## src/crv_pkg.sv

```systemverilog
// shared types, register indexes and the byte-wide crc update for the region verifier
`default_nettype none

package crv_pkg;

    // reflected crc-32 constants
    localparam logic [31:0] CRC_POLY     = 32'hEDB8_8320;
    localparam logic [31:0] CRC_ALL_ONES = 32'hFFFF_FFFF;

    // configuration register indexes
    localparam logic [1:0] CFG_EXPECTED_CRC = 2'd0;
    localparam logic [1:0] CFG_COMPARE_MODE = 2'd1;
    localparam logic [1:0] CFG_LENGTH_LIMIT = 2'd2;

    // result status codes
    typedef enum logic [1:0] {
        STATUS_OK       = 2'd0,
        STATUS_LENGTH   = 2'd1,
        STATUS_MISMATCH = 2'd2
    } crv_status_t;

    // input request payload
    typedef struct packed {
        logic [7:0] data_byte;
        logic       byte_present;
        logic       last;
    } crv_in_t;

    // result payload
    typedef struct packed {
        logic [31:0] crc_result;
        logic [15:0] length_seen;
        crv_status_t status;
    } crv_out_t;

    // configuration seen by the datapath
    typedef struct packed {
        logic [31:0] expected_crc;
        logic        compare_mode;
        logic [15:0] length_limit;
    } crv_cfg_t;

    // one byte through the reflected crc, lsb first
    function automatic logic [31:0] crc_byte(input logic [31:0] crc, input logic [7:0] data);
        logic [31:0] c;
        c = crc ^ {24'd0, data};
        for (int k = 0; k < 8; k++) begin
            if (c[0])
                c = (c >> 1) ^ CRC_POLY;
            else
                c = c >> 1;
        end
        return c;
    endfunction

endpackage

`default_nettype wire

```

## src/crv_cfg_regs.sv

```systemverilog
// configuration register file of the region verifier
`default_nettype none

module crv_cfg_regs #(
    parameter int MAX_REGION_BYTES = 49152
) (
    input  wire logic           clk,
    input  wire logic           rst_n,
    input  wire logic           cfg_write,
    input  wire logic [1:0]     cfg_index,
    input  wire logic [31:0]    cfg_data,
    output crv_pkg::crv_cfg_t   cfg
);
    import crv_pkg::*;

    crv_cfg_t cfg_reg;

    // register writes, out-of-range index ignored
    always_ff @(posedge clk or negedge rst_n)
    begin
        if (!rst_n)
        begin
            cfg_reg.expected_crc <= 32'd0;
            cfg_reg.compare_mode <= 1'b0;
            cfg_reg.length_limit <= 16'(MAX_REGION_BYTES);
        end
        else if (cfg_write)
        begin
            case (cfg_index)
                CFG_EXPECTED_CRC: cfg_reg.expected_crc <= cfg_data;
                CFG_COMPARE_MODE: cfg_reg.compare_mode <= cfg_data[0];
                CFG_LENGTH_LIMIT: cfg_reg.length_limit <= cfg_data[15:0];
                default:          cfg_reg <= cfg_reg;
            endcase
        end
    end

    assign cfg = cfg_reg;

endmodule

`default_nettype wire

```

## src/crv_in_stage.sv

```systemverilog
// input register stage: holds one request until the core takes it
`default_nettype none

module crv_in_stage (
    input  wire logic           clk,
    input  wire logic           rst_n,
    input  wire logic           item_valid,
    output logic                item_stall,
    input  wire crv_pkg::crv_in_t item,
    input  wire logic           advance,
    output logic                s1_valid,
    output crv_pkg::crv_in_t    s1_item
);
    import crv_pkg::*;

    logic    valid_reg;
    crv_in_t item_reg;
    logic    load;

    // refill whenever the stage is empty or drains this cycle
    assign item_stall = valid_reg && !advance;
    assign load       = item_valid && !item_stall;

    always_ff @(posedge clk or negedge rst_n)
    begin
        if (!rst_n)
            valid_reg <= 1'b0;
        else if (load)
            valid_reg <= 1'b1;
        else if (advance)
            valid_reg <= 1'b0;
    end

    // payload needs no reset
    always_ff @(posedge clk)
    begin
        if (load)
            item_reg <= item;
    end

    assign s1_valid = valid_reg;
    assign s1_item  = item_reg;

endmodule

`default_nettype wire

```

## src/crv_core.sv

```systemverilog
// running crc and byte count, result forming and result register
`default_nettype none

module crv_core (
    input  wire logic           clk,
    input  wire logic           rst_n,
    input  wire crv_pkg::crv_cfg_t cfg,
    input  wire logic           s1_valid,
    input  wire crv_pkg::crv_in_t s1_item,
    output logic                advance,
    output logic                result_valid,
    input  wire logic           result_stall,
    output crv_pkg::crv_out_t   result
);
    import crv_pkg::*;

    logic [31:0] crc_reg;
    logic [15:0] count_reg;
    logic        overrun_reg;
    logic        res_valid_reg;
    crv_out_t    res_reg;

    logic [31:0] crc_next;
    logic [15:0] count_next;
    logic        overrun_next;
    logic [31:0] final_crc;
    crv_status_t status_next;
    logic        res_free;

    // a non-last request always moves; a last one needs the result register
    assign res_free = !res_valid_reg || !result_stall;
    assign advance  = s1_valid && (!s1_item.last || res_free);

    // per-byte update of crc and saturating count
    always_comb
    begin
        crc_next     = crc_reg;
        count_next   = count_reg;
        overrun_next = overrun_reg;
        if (s1_item.byte_present)
        begin
            crc_next = crc_byte(crc_reg, s1_item.data_byte);
            if (count_reg <= cfg.length_limit)
            begin
                if (count_reg == 16'hFFFF)
                    overrun_next = 1'b1;
                else
                    count_next = count_reg + 16'd1;
            end
        end
    end

    // status, length failure first
    assign final_crc = crc_next ^ CRC_ALL_ONES;

    always_comb
    begin
        if (overrun_next || (count_next > cfg.length_limit))
            status_next = STATUS_LENGTH;
        else if (cfg.compare_mode && (final_crc != cfg.expected_crc))
            status_next = STATUS_MISMATCH;
        else
            status_next = STATUS_OK;
    end

    // region state, cleared after the last request
    always_ff @(posedge clk or negedge rst_n)
    begin
        if (!rst_n)
        begin
            crc_reg     <= CRC_ALL_ONES;
            count_reg   <= 16'd0;
            overrun_reg <= 1'b0;
        end
        else if (advance)
        begin
            if (s1_item.last)
            begin
                crc_reg     <= CRC_ALL_ONES;
                count_reg   <= 16'd0;
                overrun_reg <= 1'b0;
            end
            else
            begin
                crc_reg     <= crc_next;
                count_reg   <= count_next;
                overrun_reg <= overrun_next;
            end
        end
    end

    // result valid flag
    always_ff @(posedge clk or negedge rst_n)
    begin
        if (!rst_n)
            res_valid_reg <= 1'b0;
        else if (advance && s1_item.last)
            res_valid_reg <= 1'b1;
        else if (!result_stall)
            res_valid_reg <= 1'b0;
    end

    // result payload
    always_ff @(posedge clk)
    begin
        if (advance && s1_item.last)
        begin
            res_reg.crc_result  <= final_crc;
            res_reg.length_seen <= count_next;
            res_reg.status      <= status_next;
        end
    end

    assign result_valid = res_valid_reg;
    assign result       = res_reg;

endmodule

`default_nettype wire

```

## src/crc32_region_verifier.sv

```systemverilog
// top level of the crc-32 region verifier
//
// Streams a region one byte per request and keeps a reflected CRC-32
// (poly 0xEDB88320, init and final xor all ones) plus a byte count that
// saturates one past length_limit. A request with last set closes the region
// and, once it has passed the input register, presents one result in the result
// register: the final CRC, the count and a status (0 ok, 1 length over limit,
// 2 CRC mismatch in compare mode; length wins when both fail). A last request
// with no byte closes an empty region (CRC 0). One request is taken every cycle
// while the input is not stalled; the byte update is one 8-step xor network
// between the input register and the state and result registers. Input stalls
// only when a last request waits on a result register that is full and stalled.
// The user must write configuration only while the block is idle; the block
// does not enforce this.
`default_nettype none

module crc32_region_verifier #(
    parameter int MAX_REGION_BYTES = 49152
) (
    input  wire logic           clk,
    input  wire logic           rst_n,
    input  wire logic           item_valid,
    output logic                item_stall,
    input  wire crv_pkg::crv_in_t item,
    output logic                result_valid,
    input  wire logic           result_stall,
    output crv_pkg::crv_out_t   result,
    input  wire logic           cfg_write,
    input  wire logic [1:0]     cfg_index,
    input  wire logic [31:0]    cfg_data
);
    import crv_pkg::*;

    crv_cfg_t cfg;
    logic     s1_valid;
    crv_in_t  s1_item;
    logic     advance;

    // configuration registers
    crv_cfg_regs #(
        .MAX_REGION_BYTES(MAX_REGION_BYTES)
    ) u_cfg (
        .clk       (clk),
        .rst_n     (rst_n),
        .cfg_write (cfg_write),
        .cfg_index (cfg_index),
        .cfg_data  (cfg_data),
        .cfg       (cfg)
    );

    // input register
    crv_in_stage u_in (
        .clk        (clk),
        .rst_n      (rst_n),
        .item_valid (item_valid),
        .item_stall (item_stall),
        .item       (item),
        .advance    (advance),
        .s1_valid   (s1_valid),
        .s1_item    (s1_item)
    );

    // crc datapath and result register
    crv_core u_core (
        .clk          (clk),
        .rst_n        (rst_n),
        .cfg          (cfg),
        .s1_valid     (s1_valid),
        .s1_item      (s1_item),
        .advance      (advance),
        .result_valid (result_valid),
        .result_stall (result_stall),
        .result       (result)
    );

endmodule

`default_nettype wire

```

## config.mk

```make
export PLATFORM = sky130hd
export DESIGN_NAME = crc32_region_verifier
export DESIGN_NICKNAME = d
export VERILOG_FILES = /design/src/crv_pkg.sv /design/src/crv_cfg_regs.sv /design/src/crv_in_stage.sv /design/src/crv_core.sv /design/src/crc32_region_verifier.sv
export SDC_FILE = /design/constraint.sdc
export NUM_CORES = 1
export LEC_CHECK = 0
export BUFFER_PORTS_ARGS = -buffer_cell sky130_fd_sc_hd__buf_2
export CAP_MARGIN = 20
export CORE_MARGIN = 2
export CORE_UTILIZATION = 50
export DETAILED_ROUTE_END_ITERATION = 10
export GPL_TIMING_DRIVEN = 0
export PLACE_DENSITY = 0.77
export SYNTH_ARGS = -nofsm -noshare
export SYNTH_HDL_FRONTEND = slang
export SYNTH_SLANG_ARGS = --single-unit
```

## constraint.sdc

```tcl
create_clock -name clk -period 10.2 [get_ports clk]
set_input_delay 1.53 -clock clk [delete_from_list [all_inputs] [get_ports clk]]
set_output_delay 1.53 -clock clk [all_outputs]
set_load 0.05 [all_outputs]
```

==> impl_metrics.ini <==
[timing]
slew_headroom_pct = 36.8
fin_crit_ns = 5.13
rsz0062_at_grt = no
clock_skew_ns = 0.0102
tightest_slew_ns = 0.947
slew_viol_final = 0
fin_ws_ns = 5.07
finalSetupViolCount = 0
finalCritPeriodShare_pct = 50.3
fin_hold_ws_ns = 0.503
hold_violations = 0
tns_ns = 0
fmaxAchievable_ghz = 0.195

[worst_setup_path]
cp_max_fo = 10
path_class = flop to flop
ff2ff_setup_slack_ns = 5.07
path_delay_family = compound AO/OA/AOI/OAI gates
startpoint_type = flop
rr_endpoint = u_core.result[1]
worstPathRequired_ns = 10.43
cp_slowest_cell = buf_1
critPathMaxStageDelay_ns = 0.75
endpoint_kind = flop
path_cells = clkbuf_1 > buf_1 > o21ai_1 > nor2_1 > clkbuf_1 > nand3_1 > xnor2_1 > ha_1 > a21oi_1 > o21ai_0 > a21o_1 > a21oi_1 > o221ai_1 > a221o_1 > a211oi_1
cp.arrival_ns = 5.36
critPathBufInv = 3
r2r-start = u_in.s1_item[1]
reg2regPathDepth = 15

[logic_synthesis]
yosysWarnings = 0
synth_top_area_share_pct = 20.8
synthDistinctLibCells = 61
async_flop_share_pct = 62.5
synthTopCellsByArea = edfxtp_1, dfrtp_1, dfstp_2
syn_avg_cell_area_um2 = 12.1
synth_edf_count = 60
syn-num-nets = 800
synth_area_um2 = 8670
synth_cells = 718
ys_ff_latch = 160
ys_seq_area_share_pct = 50.1
synth_flop_cell = dfrtp_1
yosys.area.top_type = edfxtp_1

[final_layout]
diodes = 0
area_growth_pct = 16.7
fin_nets = 921
layout-drive-gt1-share_pct = 26.1
largest_reg_flops = 50
stdcell_count = 1077

[route]
routed_wl_mm = 22.6
drt_pre_antenna_iters = 5
postRouteAntennaNets = 0
avgRoutedWirePerCell_um = 20.9
dr.first_iter.drc_count = 531
vias_per_cell = 5.73
drc = 0
vias = 6169

[outcome]
status = finished clean

[clocking]
ctsRootBufferMaster = clkbuf_16
h-tree-depth = 4
cts_tree = done
holdBufCountCts = 0
cts_buffers = 17
path_clk_slew_ns = 0.06
clock_latency_ns = 0.43
numClockSinks = 160
cts_resized = 0
cts_setup_buffers = 0
cts_buffer_depth = 2

[power_and_ir_drop]
finalPower_mw = 3.41
vdd_ir_drop_max_mv = 0.172
p_leak_nw = 4.51
clockPowerShare_pct = 19.6
p_per_area_nw_per_um2 = 336
seq_power_share_pct = 30.5
p_comb_share_pct = 49.8
p_sw_share_pct = 40.8
p_int_mw = 2.02
p_sw_mw = 1.39

[min_path]
hp-class = flop to flop
holdPathStages = 2
min_to = u_core.overrun_reg
hp-start = u_core.overrun_reg

[global_routing]
grt_first_pass_wirelength_mm = 34.9
overflow = 0
grt_max_degree = 53
first_global_vias = 6115
grt_antenna_before_repair = 0
globalRouteTotalUtil_pct = 25.8

[floorplanning]
dieArea_um2 = 18400
rows = 48
design.core.area_um2 = 17100
pin_count = 101
initial_core_util_pct = 50.7
fp.dieH_um = 136
die_x_um = 136

[placement]
dp_cells = 1045
place_congestion = 0.939
dpl_worst_slack_ns = 5.20
hpwl_mm = 16.6
port_buffers = 100

[run]
maxCapViolations = 0
## worst max path at each step
stage | startpoint | end | slack (ns) | depth (start not counted)
2_1_floorplan | result_stall | u_core.result[0] | 5.64 | 4
3_3_place_gp | result_stall | u_core.result[46] | 4.00 | 5
3_5_place_dp | u_in.s1_item[1] | u_core.result[1] | 5.20 | 15
4_1_cts | u_in.s1_item[1] | u_core.result[1] | 5.13 | 15
5_1_grt | u_in.s1_item[1] | u_core.result[1] | 4.72 | 15
6_report | u_in.s1_item[1] | u_core.result[1] | 5.07 | 15
## Yosys cell counts (3+ instances only)
cell,count
o21ai_0,23
a221o_1,4
nor2_1,49
xor2_1,27
inv_1,40
xnor3_1,18
a22o_1,13
ha_1,33
dfstp_2,34
mux2i_1,28
a221oi_1,4
nor4_1,5
a31o_2,3
xor3_1,3
a21o_1,7
nand2b_1,4
a31oi_1,10
and2_1,3
nand2_1,25
a41oi_1,5
nand3_1,17
a21oi_1,49
nor3_1,6
a211oi_1,3
nand3b_1,3
xnor2_1,42
clkbuf_1,24
and3_1,8
nand4_1,11
nor2b_1,3
xnor2_2,8
buf_1,4
mux2_2,39
edfxtp_1,60
a22oi_1,5
o2bb2ai_1,3
dfrtp_1,66
## layer usage
metal / share of wire (%) / GRT usage [%]
met1: 45 / 37.3
met2: 44 / 37.0
met3: 9.2 / 7.41
met4: 2.2 / 9.61
met5: 0 / 0
## per-stage QoR
stage,util (%),area (um2)
2_1_floorplan,-,8670
3_3_place_gp,55.2,9460
3_5_place_dp,55.6,9510
4_1_cts,59.2,10100
5_1_grt,59.2,10100
6_report,59.2,10100
## power groups by stage
stage / Combinational, mW / Sequential [mW] / Clock, mW
final: 1.70 / 1.04 / 0.669
after global routing: 1.81 / 1.06 / 0.702
after CTS: 1.68 / 1.04 / 0.676
after detailed placement: 1.66 / 1.05 / 0
after global placement: 1.65 / 1.05 / 0
after floorplan: 1.05 / 1.24 / 0
## cell usage in the layout, fill, tap and decap left out, drive strengths merged, types with 4 or more instances in the layout
cell type and n:
nor2 49, nand3 17, and3 8, nor3 6, nand4 11, clkinv 4, a221o 4, a22o 13
dfstp 34, clkbuf 47, inv 40, dfrtp 66, xnor2 50, a21o 7, mux2i 28, nand2b 4
a221oi 4, xor2 30, nand2 25, edfxtp 60, mux2 39, buf 107, a41oi 5, nor4 5
a22oi 5, a21oi 49, o21ai 25, a31oi 10, xnor3 19, ha 33
## area by class of cell
class / count / area, um2
multi-input cells: 488 / 4070
clock buffers: 23 / 479
flip-flops and latches: 160 / 4350
inverters: 41 / 154
repair buffers: 102 / 551
clock inverters: 9 / 131
fillers: 1360 / 6990
plain buffers: 29 / 110
well taps: 225 / 282
## worst register-to-register path, cell delays in order (launching register included)
cell,delay (ns)
edfxtp_1,0.33
clkbuf_1,0.29
buf_1,0.76
o21ai_1,0.44
nor2_1,0.38
clkbuf_1,0.40
nand3_1,0.19
xnor2_1,0.26
ha_1,0.29
a21oi_1,0.14
o21ai_0,0.12
a21o_1,0.19
a21oi_1,0.26
o221ai_1,0.19
a221o_1,0.41
a211oi_1,0.28
## kinds of logic (layout without fill, tap and decap cells)
logic type               Yosys count  in the layout  synth area share, %
AO/OA/AOI/OAI                    145            145                 11.0
adder cells (fa/ha/maj)           33             33                 4.76
buffers and inverters             70            204                 3.04
multiplexers                      67             67                 8.29
XOR/XNOR                         102            102                 14.9
flip-flops                       160            160                 50.1
AND/OR/NAND/NOR                  141            141                 7.83
No activity file was read; power rests on OpenSTA's default activity.
